File: config.mk
export PLATFORM = sky130hd
export DESIGN_NAME = npps_front_flat
export DESIGN_NICKNAME = d
export VERILOG_FILES = /design/src/rtl/npps_pkg.sv /design/src/rtl/npps_if.sv /design/src/rtl/npps_front.sv /design/src/flat_wrapper.sv
export SDC_FILE = /design/constraint.sdc
export NUM_CORES = 1
export LEC_CHECK = 0
export BUFFER_PORTS_ARGS = -buffer_cell sky130_fd_sc_hd__clkbuf_2
export CAP_MARGIN = 10
export CORE_ASPECT_RATIO = 1.2
export CORE_MARGIN = 2
export CORE_UTILIZATION = 40
export CTS_CLUSTER_SIZE = 25
export DETAILED_ROUTE_END_ITERATION = 7
export MAX_ROUTING_LAYER = met4
export SYNTH_ARGS = -nofsm -noshare
export SYNTH_HDL_FRONTEND = slang
export SYNTH_SLANG_ARGS = --single-unit
File: constraint.sdc
create_clock -name clk -period 16 [get_ports clk]
set_input_delay 4.8 -clock clk [delete_from_list [all_inputs] [get_ports clk]]
set_output_delay 4.8 -clock clk [all_outputs]
set_load 0.02 [all_outputs]
File: src/rtl/npps_pkg.sv
// Shared constants, codes and types of the nearest path point search block.
package npps_pkg;

  // Store and sampling limits
  localparam int MAX_POINTS  = 256;
  localparam int MAX_SAMPLES = 1024;

  // Field widths
  localparam int IDX_W     = 8;
  localparam int LEN_W     = 9;
  localparam int DENS_W    = 11;
  localparam int COORD_W   = 32;
  localparam int DSQ_W     = 65;
  localparam int CMP_W     = 66;
  localparam int NS_W      = 11;
  localparam int CFG_IDX_W = 1;
  localparam int CFG_DAT_W = 11;

  // Configuration register indexes
  localparam logic [CFG_IDX_W-1:0] REG_PATH_LENGTH    = 1'b0;
  localparam logic [CFG_IDX_W-1:0] REG_SAMPLE_DENSITY = 1'b1;

  localparam logic [DENS_W-1:0] DENSITY_RESET = 11'd100;

  // Request type codes
  localparam logic OP_WRITE = 1'b0;
  localparam logic OP_QUERY = 1'b1;

  // Classified request handed from front to back
  typedef struct packed {
    logic                      op;
    logic [IDX_W-1:0]          idx;
    logic signed [COORD_W-1:0] x;
    logic signed [COORD_W-1:0] y;
  } item_t;

  // Tag that travels with a point through the distance pipeline
  typedef struct packed {
    logic [IDX_W-1:0]          idx;
    logic signed [COORD_W-1:0] x;
    logic signed [COORD_W-1:0] y;
  } tag_t;

  // One query result
  typedef struct packed {
    logic                      found;
    logic                      single_point;
    logic signed [COORD_W-1:0] result_x;
    logic signed [COORD_W-1:0] result_y;
    logic [IDX_W-1:0]          nearest_waypoint_index;
    logic [IDX_W-1:0]          second_waypoint_index;
    logic                      nearest_above_second;
  } result_t;

endpackage

File: src/rtl/npps_if.sv
// Valid/ready channel interfaces for request and result transactions.
interface npps_in_if;
  import npps_pkg::*;
  logic                      valid;
  logic                      ready;
  logic                      req_type;
  logic [IDX_W-1:0]          waypoint_index;
  logic signed [COORD_W-1:0] ref_x;
  logic signed [COORD_W-1:0] ref_y;

  modport source (output valid, req_type, waypoint_index, ref_x, ref_y, input ready);
  modport sink   (input valid, req_type, waypoint_index, ref_x, ref_y, output ready);
endinterface


File: src/rtl/npps_front.sv
// Front end: accepts request transactions, classifies them and queues them.
module npps_front (
  input  logic            clk,
  input  logic            rst_n,
  npps_in_if.sink         in_if,
  output npps_pkg::item_t item,
  output logic            item_valid,
  input  logic            item_ready
);
  import npps_pkg::*;

  item_t       q_r [2];
  logic        wp_r;
  logic        rp_r;
  logic [1:0]  count_r;
  logic        push;
  logic        pop;
  item_t       in_item;

  // Classify the incoming request
  always_comb begin
    in_item.idx = in_if.waypoint_index;
    in_item.x   = in_if.ref_x;
    in_item.y   = in_if.ref_y;
    case (in_if.req_type)
      OP_QUERY: in_item.op = OP_QUERY;
      default:  in_item.op = OP_WRITE;
    endcase
  end

  assign in_if.ready = (count_r != 2'd2);
  assign item_valid  = (count_r != 2'd0);
  assign item        = q_r[rp_r];
  assign push        = in_if.valid && in_if.ready;
  assign pop         = item_valid && item_ready;

  // Hold queued transactions until the back end takes them
  always_ff @(posedge clk) begin
    if (!rst_n) begin
      wp_r    <= 1'b0;
      rp_r    <= 1'b0;
      count_r <= 2'd0;
    end else begin
      if (push) begin
        q_r[wp_r] <= in_item;
        wp_r      <= ~wp_r;
      end
      if (pop) rp_r <= ~rp_r;
      count_r <= count_r + {1'b0, push} - {1'b0, pop};
    end
  end

endmodule

File: src/flat_wrapper.sv
// flat-port wrapper written by rule: the top's interface ports become plain ports
module npps_front_flat import npps_pkg::*;
  (clk, rst_n, item, item_valid, item_ready, in_if_valid, in_if_req_type, in_if_waypoint_index, in_if_ref_x, in_if_ref_y, in_if_ready);
  npps_in_if in_if_i ();
  input  logic clk;
  input  logic rst_n;
  output npps_pkg::item_t item;
  output logic item_valid;
  input  logic item_ready;
  input wire logic [$bits(in_if_i.valid)-1:0] in_if_valid;
  input wire logic [$bits(in_if_i.req_type)-1:0] in_if_req_type;
  input wire logic [$bits(in_if_i.waypoint_index)-1:0] in_if_waypoint_index;
  input wire logic [$bits(in_if_i.ref_x)-1:0] in_if_ref_x;
  input wire logic [$bits(in_if_i.ref_y)-1:0] in_if_ref_y;
  output wire logic [$bits(in_if_i.ready)-1:0] in_if_ready;
  assign in_if_i.valid = in_if_valid;
  assign in_if_i.req_type = in_if_req_type;
  assign in_if_i.waypoint_index = in_if_waypoint_index;
  assign in_if_i.ref_x = in_if_ref_x;
  assign in_if_i.ref_y = in_if_ref_y;
  assign in_if_ready = in_if_i.ready;
  npps_front u_core (.clk(clk), .rst_n(rst_n), .in_if(in_if_i), .item(item), .item_valid(item_valid), .item_ready(item_ready));
endmodule
### Word level (Yosys, flattened, before mapping)

Memories as Yosys holds them, arrays and structs flattened. A register that Yosys moved wholly into a read port is not among the register bits.
Cells that the tools add are included.
Widths: inputs -> output; s select.

* RAM bits: 146
* flip-flop bits (word level): 4
* output and inout port bits: 75
* memories kept: 1

* muxes and demuxes: 6
* $add $sub $neg: 2
* eq/ne operators: 1
* reductions and logical operators: 3
* bitwise operators: 2

Memory list
* u_core.q_r: words 2, bits a word 73, read ports 1, clocked after Yosys merged registers in 1, write ports 1, RTL line npps_front.sv:12 `item_t q_r [2];`

Operator list (count)
* $mux 1: 6
* $add 2x1->2: 1
* $logic_and 1x1->1: 2
* $ne 2x2->1 const B: 1
* $not 1->1: 2
* $reduce_bool 2->1: 1
* $sub 2x1->2: 1

### Longest topological paths before layout

Gate-level depths: netlist of run 1.

* word-level depth: 5
* gate-level depth with buffers: 7
* depth with buffers taken out: 7

### Worst setup path before layout of run 1

Ideal clock, no wire load.

* path type: input port to flip-flop
* start point: in rst_n
* end point: mem u_core.q_r[0][0] in the netlist's numbering, enable pin
* path buffers: 0
* data required time: 15495 ps
* cell stages on the path: 2
* path slack: 7550 ps
* data arrival time: 7945 ps
* cell sequence: nand3_1 nor2_1

* word-level cells in the longest chain between the ends: 2

RTL lines
* start, declared: RTL line flat_wrapper.sv:6 `input logic rst_n;`
* $mux 1: RTL line npps_front.sv:39 `if (!rst_n) begin`
* $mux 1 (implied by the code): RTL line npps_front.sv:45 `q_r[wp_r] <= in_item;`
* end, declared: RTL line npps_front.sv:12

Every way passes these cells.

==> impl_metrics.ini, run 1 <==
[logic_synthesis]
synthCells = 252
synth_top_cell_area_share_pct = 74.84
synth-warning-count = 0
synth_fp_nets = 331
syn_avg_cell_area_sq_um = 23.25
netlist-cell-type-count = 20
async_flop_share_pct = 0
ys_seq_area_share_pct = 76.55
synth_edf_count = 146
ys.flop_type = edfxtp_1
yosys.area.top_type = edfxtp_1
netlist_area_sq_um = 5858
synthTopCellsByArea = edfxtp_1 75%, mux2_4 18%, buf_12 2.4%, dfxtp_1 1.7%, mux2_2 0.58%
synth_seq_cells = 151

[floorplanning]
start_util_pct = 40.81
core.rowCount = 48
die-area_sq_um = 15630
die_w_microns = 114.5
core-area_sq_um = 14350
ios = 152
die_h_microns = 136.6

[power_and_ir_drop]
ir_drop_uv = 78.39
pwr_density_cell_nw_per_um2 = 164.2
p_leak_nw = 2.887
p_total_mw = 1.202

[placed_design]
dp_hpwl_microns = 6275
io_buffer_count = 151
gp_congestion = 0.6822
dp_slack_ns = 8.944

[timing]
final.setup.tns_ns = 0
finalCriticalPeriod_ns = 7.258
worst_slack_ns = 8.742
setup_viol = 0
fin_skew_ns = 0.006924
hold_viol_final = 0
worstMarginPinSlew_ns = 1.129
period_share_pct = 45.36
rsz0062_at_grt = no
slew_violations = 0
max_freq_ghz = 0.1378
timing.hold.ws_ns = 0.5450
slew_headroom_pct = 24.59

[cts]
clockBufferDepth = 2
clk_latency_ns = 0.41
cts-resized-gates = 0
htree_levels = 4
root_buffer = clkbuf_16
cts_setup_buffers = 0
clk_pin_slew_ns = 0.06
hold_buffers = 0
cts_inserted_buffers = 17
tritoncts = yes
cts.sinks = 151

[routing]
ant_nets = 0
drc = 0
routed_via_density = 4.728
vias = 2856
drtIter0Drc = 133
routed_wirelength_microns = 9921
wl_per_cell_microns = 16.43
dr.pass1.iters = 6

[finish]
drive_above_1_share_pct = 60.61
syn2layout_area_growth_pct = 24.99
nets = 495
antennaDiodeCount = 0

[worst_setup_path]
timing.rr.start = u_core.count_r[0]$_SDFF_PN0_
cp.required_ns = 11.20
startpoint_type = register
arrival_ns = 2.46
worst-setup-path-type = reg2out
end_kind = output pin
crit_fanout = 47

[run_status]
status = complete, no violations

[min_path]
hp-class = reg2reg
min_from = u_core.wp_r$_SDFFE_PN0P_

[grt]
grt_pass1_vias = 2883
grt_max_degree = 74
grt_overflow_total = 0
grt_pass1_wl_microns = 14660
globalRouteTotalUtil_pct = 13.49
grt_antenna_before_repair = 0

[run]
cap_violations = 0
## through the flow
| step | util, % | area (sq um) | instances |
|---|---|---|---|
| after detailed placement | 46.77 | 6713 | 572 |
| final | 51.01 | 7322 | 604 |
| after floorplan | - | 5858 | 252 |
| after CTS | 51.01 | 7322 | 604 |
| after global routing | 51.01 | 7322 | 604 |
| after global placement | 46.77 | 6713 | 572 |
## critical path: stages (launching register included)
cell	delay, ns
dfxtp_4	0.66
buf_4	0.79
mux2_2	0.41
clkbuf_2	0.15
## sequential cells by signal, summed over array words and instances (netlist names), named ones only
signal and count:
u_core.wp_r 1, u_core.count_r 2, u_core.q_r 146, u_core.rp_r 1
## worst paths after layout
check / endpoint / slack, ns / cells past startpoint
max reg2reg: u_core.q_r[0][57]$_DFFE_PP_ / 13.46 / 4
max: item[0] / 8.74 / 3
min: u_core.wp_r$_SDFFE_PN0P_ / 0.55 / 2
min reg2reg: u_core.wp_r$_SDFFE_PN0P_ / 0.55 / 2
## layout make-up
cell class / count / area, sq um
clock buffer: 17 / 425.4
clock inverter: 15 / 183.9
fill: 1171 / 7032
inverter: 2 / 7.507
multi-input combinational: 91 / 1227
sequential: 151 / 4488
tap: 175 / 219.0
timing repair buffer: 153 / 770.7
## Yosys cell counts (2+ instances only)
library cell  count
dfxtp_1           5
and2_1            2
xnor2_1           3
edfxtp_1        146
nor2b_1           2
mux2_2            3
buf_12            7
mux2_4           70
inv_1             2
ha_1              2
## cells in the final DEF (no fill, tap or decap), types with 3 or more instances in the layout
cell,n
clkbuf_16,17
clkinv_2,4
mux2_4,70
clkbuf_2,151
clkinv_1,3
mux2_2,3
xnor2_1,3
dfxtp_1,4
bufinv_16,4
edfxtp_1,146
## routing by layer
metal / GRT usage (%) / up-vias / routed length, microns
li1: - / 1332 / -
met1: 14.39 / 1412 / 3922
met2: 21.86 / 98 / 5140
met3: 5.226 / 14 / 650
met4: 6.843 / 0 / 208
met5: - / - / 0
## logic make-up (layout without fill, tap and decap cells)
| family | count (synthesis) | count (layout) | synth area share [%] |
|---|---|---|---|
| adders and majority gates | 2 | 2 | 0.4271 |
| DFF | 151 | 151 | 76.55 |
| and+or+nand+nor | 11 | 11 | 1.111 |
| muxes | 73 | 73 | 18.52 |
| AOI/OAI and AO/OA | 2 | 2 | 0.2351 |
| buffers and inverters | 10 | 187 | 2.712 |
| xor gates and xnor gates | 3 | 3 | 0.4486 |
## where the power goes
part | internal (mW) | total [mW] | leakage [nW] | switching [mW]
clock | 0.258 | 0.406 | 0.295 | 0.148
combinational | 0.142 | 0.299 | 1.21 | 0.157
sequential | 0.474 | 0.497 | 1.38 | 0.0232
total | 0.874 | 1.20 | 2.89 | 0.328
(Power assumes the default switching activity.)
==> run 2, diff against run 1 <==
--- a/config.mk
+++ b/config.mk
@@ -13,6 +13,7 @@
 export CTS_CLUSTER_SIZE = 25
 export DETAILED_ROUTE_END_ITERATION = 7
 export MAX_ROUTING_LAYER = met4
+export PLACE_DENSITY = 0.66
 export SYNTH_ARGS = -nofsm -noshare
 export SYNTH_HDL_FRONTEND = slang
 export SYNTH_SLANG_ARGS = --single-unit
==> constraint.sdc (replaced) <==
create_clock -name clk -period 5.9 [get_ports clk]
set_input_delay 1.77 -clock clk [delete_from_list [all_inputs] [get_ports clk]]
set_output_delay 1.77 -clock clk [all_outputs]
set_load 0.02 [all_outputs]
==> run 2 against run 1 <==
- register-to-register slack got worse by 9.6 ns
- sequential cell count did not move
- sequential power rose to 2.7 times the previous value
- largest cell class unchanged
- largest power group unchanged
==> impl_metrics.ini, run 2 (synthesis results as in run 1) <==
[finish]
regMostFlops = u_core.q_r
drive_above_1_share_pct = 60.32
syn2layout_area_growth_pct = 24.03
top_regs = u_core.q_r (146), u_core.count_r (2)
final_common_cell = clkbuf_2
fin_util_pct = 50.62
final_cell_mix = 151 x clkbuf_2, 146 x edfxtp_1, 70 x mux2_4, 17 x clkbuf_16
antennaDiodeCount = 0
largest_reg_flops = 146
nets = 497

[floorplanning]
ios = 152
die_h_microns = 136.6
die-area_sq_um = 15630
die_w_microns = 114.5
core-area_sq_um = 14350
start_util_pct = 40.81
core.rowCount = 48

[placed_design]
io_buffer_count = 151
gp_congestion = 0.7165
dp_hpwl_microns = 6431

[timing]
hold_viol_final = 0
finalCriticalPeriod_ns = 3.923
rsz0062_at_grt = no
period_share_pct = 66.50
fin_skew_ns = 0.009733
final.setup.tns_ns = 0
slew_violations = 0
worstMarginPinSlew_ns = 1.034
slew_headroom_pct = 31.08
setup_viol = 0
max_freq_ghz = 0.2549

[min_path]
hp-class = reg2reg
hold_depth = 2

[power_and_ir_drop]
internal_power_mw = 2.243
p_total_mw = 3.134
pwr_density_cell_nw_per_um2 = 431.4
switching_power_uw = 890.7
p_leak_nw = 2.859
pwr-share-comb_pct = 25.6
ir_drop_uv = 211.8
power_frac_seq_pct = 43.2
clkPwrFrac_pct = 31.1
swShare_pct = 28.42

[routing]
vias = 2835
routed_via_density = 4.678
dr.pass1.iters = 6
wl_per_cell_microns = 16.38
drc = 0
routed_wirelength_microns = 9924
ant_nets = 0
drtIter0Drc = 122

[worst_setup_path]
end_kind = output pin
crit_fanout = 31
r2r_cells = 4
crit_chain = buf_4 -> mux2_4 -> clkbuf_2
worst-setup-path-type = reg2out
r2r_slack_ns = 3.84
arrival_ns = 2.15
critPathSlowestCell = dfxtp_4
cp.required_ns = 4.13
slowest_delay_ns = 0.70
startpoint_type = register

[cts]
cts_setup_buffers = 0
clockBufferDepth = 2
hold_buffers = 0
cts.sinks = 151
htree_levels = 4
cts-resized-gates = 0
cts_inserted_buffers = 17
clk_pin_slew_ns = 0.06
tritoncts = yes
root_buffer = clkbuf_16
clk_latency_ns = 0.42

[run]
cap_violations = 0

[grt]
grt_overflow_total = 0
grt_antenna_before_repair = 0
grt_pass1_wl_microns = 14900
globalRouteTotalUtil_pct = 13.54
grt_pass1_vias = 3043
grt_max_degree = 74

[run_status]
status = complete, no violations
## run 2: power by group through the flow
| stage | sequential (mW) | combinational [mW] | clock, mW |
|---|---|---|---|
| 4_1_cts | 1.36 | 0.818 | 1.00 |
| 3_5_place_dp | 1.38 | 0.815 | 0 |
| 5_1_grt | 1.37 | 0.857 | 1.05 |
| 3_3_place_gp | 1.37 | 0.808 | 0 |
| 6_report | 1.35 | 0.804 | 0.976 |
| 2_1_floorplan | 1.33 | 0.702 | 0 |
## run 2: critical path, delay by kind of cell, from the launching register on
kind	cells	cell delay (ns)
buffers and inverters	2	0.65
flip-flops	1	0.70
multiplexers	1	0.34
## run 2: through the flow
| step | std cells | setup slack [ns] | cell area, sq um | hold slack, ns |
|---|---|---|---|---|
| 4_1_cts | 606 | 1.923 | 7266 | 0.5492 |
| 2_1_floorplan | 252 | 0.4799 | 5858 | 0.4670 |
| 5_1_grt | 606 | 1.888 | 7266 | 0.5700 |
| 3_3_place_gp | 574 | 2.400 | 6728 | 0.5162 |
| 3_5_place_dp | 574 | 2.384 | 6728 | 0.5322 |
| 6_report | 606 | 1.977 | 7266 | 0.5393 |
## run 2: cell type report
| cell class | count | area, sq um |
|---|---|---|
| inverters | 2 | 7.507 |
| well taps | 175 | 219.0 |
| multi-input cells | 91 | 1227 |
| repair buffers | 155 | 785.8 |
| clock inverters | 14 | 108.9 |
| flip-flops and latches | 151 | 4488 |
| clock buffers | 18 | 429.2 |
| fillers | 1164 | 7088 |
## run 2: layer usage
| layer | track usage (%) | up-vias | part of all wire (%) |
|---|---|---|---|
| met3 | 4.783 | 15 | 6.4 |
| met5 | - | - | 0 |
| met1 | 13.93 | 1390 | 39 |
| li1 | - | 1325 | - |
| met2 | 22.78 | 105 | 53 |
| met4 | 7.046 | 0 | 1.7 |
## run 2: worst paths after layout
path                                  to                    startpoint
min reg2reg                     register      u_core.rp_r$_SDFFE_PN0P_
max reg2reg  u_core.q_r[0][58]$_DFFE_PP_  u_core.count_r[0]$_SDFF_PN0_
min                             register      u_core.rp_r$_SDFFE_PN0P_
max                             item[10]                      register
==> run 3, diff against run 2 <==
==> constraint.sdc (replaced) <==
create_clock -name clk -period 3.15 [get_ports clk]
set_input_delay 0.945 -clock clk [delete_from_list [all_inputs] [get_ports clk]]
set_output_delay 0.945 -clock clk [all_outputs]
set_load 0.02 [all_outputs]
==> run 3 against run 2 <==
- die area unchanged
- hold slack about the same
- design area up 1.5%
- clock power up 100%
- total power up 93%
- highest routed layer unchanged
- largest power group unchanged
- register-to-register slack worse by 2.4 ns
- sequential power up 87%
- global-route usage down 0.24 points
==> impl_metrics.ini, run 3 (synthesis results as in run 1) <==
[timing]
fin_skew_ns = 0.006512
worst_slack_ns = 0.3993
rsz0062_at_grt = no
finalCriticalPeriod_ns = 2.751
setup_viol = 0
timing.hold.ws_ns = 0.5390
period_share_pct = 87.32
slew_headroom_pct = 58.17
slew_violations = 0
max_freq_ghz = 0.3635
worstMarginPinSlew_ns = 0.6274
final.setup.tns_ns = 0
hold_viol_final = 0

[placed_design]
place_area_sq_um = 6795
dp_hpwl_microns = 6669
dp_slack_ns = 0.8043
gp_congestion = 0.6694
placed_cells = 578
io_buffer_count = 151

[finish]
top_regs = u_core.q_r (146), u_core.count_r (2)
syn2layout_area_growth_pct = 25.86
final_common_cell = clkbuf_2
regMostFlops = u_core.q_r
fin_area_sq_um = 7373
final_cell_mix = 151 x clkbuf_2, 146 x edfxtp_1, 70 x mux2_4, 17 x clkbuf_16
drive_above_1_share_pct = 60.23
nets = 501
largest_reg_flops = 146
layoutNonFillerInstCount = 612

[min_path]
hp-class = reg2reg

[routing]
drtIter0Drc = 130
vias = 2878
ant_nets = 0
dr.pass1.iters = 4
drc = 0
routed_via_density = 4.703
routed_wirelength_microns = 9891
wl_per_cell_microns = 16.16

[floorplanning]
core.rowCount = 48
ios = 152
core-area_sq_um = 14350
start_util_pct = 40.81
die_w_microns = 114.5
die-area_sq_um = 15630
die_h_microns = 136.6

[worst_setup_path]
worst-setup-path-type = reg2out
arrival_ns = 1.81
cp.required_ns = 2.20
end_kind = output pin
crit_fanout = 22
slowest_delay_ns = 0.62
critPathSlowestCell = dfxtp_4
crit_chain = buf_12 -> mux2_4 -> clkbuf_2
startpoint_type = register

[grt]
grtUsageMet2_pct = 22.19
grt_pass1_wl_microns = 14810
grt_pass1_vias = 3020
top_usage_layer = met2
globalRouteTotalUtil_pct = 13.31
grt_antenna_before_repair = 2
grt_use_met3_pct = 5.182
grt_use_met1_pct = 13.80
grt_overflow_total = 0
grt_max_degree = 46

[run]
cap_violations = 0

[power_and_ir_drop]
p_leak_nw = 2.910
ir_drop_uv = 428.2
pwr_density_cell_nw_per_um2 = 820.5

[cts]
root_buffer = clkbuf_16
clk_latency_ns = 0.41
clockBufferDepth = 2
cts-resized-gates = 0
cts.sinks = 151
cts_inserted_buffers = 17
cts_setup_buffers = 0
htree_levels = 4
tritoncts = yes
hold_buffers = 0
clk_pin_slew_ns = 0.06

[run_status]
status = complete, no violations
-- run 3: cell type report --
| cell class | count | area [sq um] |
|---|---|---|
| clock buffers | 22 | 444.2 |
| diodes | 2 | 5.005 |
| well taps | 175 | 219.0 |
| clock inverters | 10 | 128.9 |
| inverters | 2 | 7.507 |
| fillers | 1163 | 6980 |
| flip-flops and latches | 151 | 4488 |
| multi-input cells | 91 | 1227 |
| repair buffers | 159 | 853.3 |
-- run 3: routing by layer --
layer / vias to the layer above / wire (microns)
met2: 108 / 5141
met1: 1411 / 3852
li1: 1341 / -
met3: 18 / 696
met4: 0 / 200
met5: - / 0
-- run 3: worst max-delay path: cells and delay by family, from the launching register on --
| family | cells | cell delay [ns] |
|---|---|---|
| buffers and inverters | 2 | 0.43 |
| DFF | 1 | 0.62 |
| muxes | 1 | 0.33 |
-- run 3: path summary, 6_finish.rpt --
check | from | end | slack, ns | depth (start not counted)
worst max-delay path | register | item[18] | 0.40 | 3
worst min-delay path | u_core.rp_r$_SDFFE_PN0P_ | register | 0.54 | 2
worst max register to register | u_core.count_r[0]$_SDFF_PN0_ | u_core.q_r[1][50]$_DFFE_PP_ | 1.43 | 4
worst min register to register | u_core.rp_r$_SDFFE_PN0P_ | register | 0.54 | 2
-- run 3: power by group --
part	internal [mW]	leakage, nW	switching (mW)
clock	1.24	0.277	0.725
combinational	0.758	1.25	0.814
sequential	2.41	1.38	0.110
-- run 3: stage by stage --
step           power (mW)  util [%]
2_1_floorplan       3.803         -
3_3_place_gp        4.131     47.34
3_5_place_dp        4.157     47.34
4_1_cts             6.136     51.33
5_1_grt             6.298     51.37
6_report            6.050     51.37
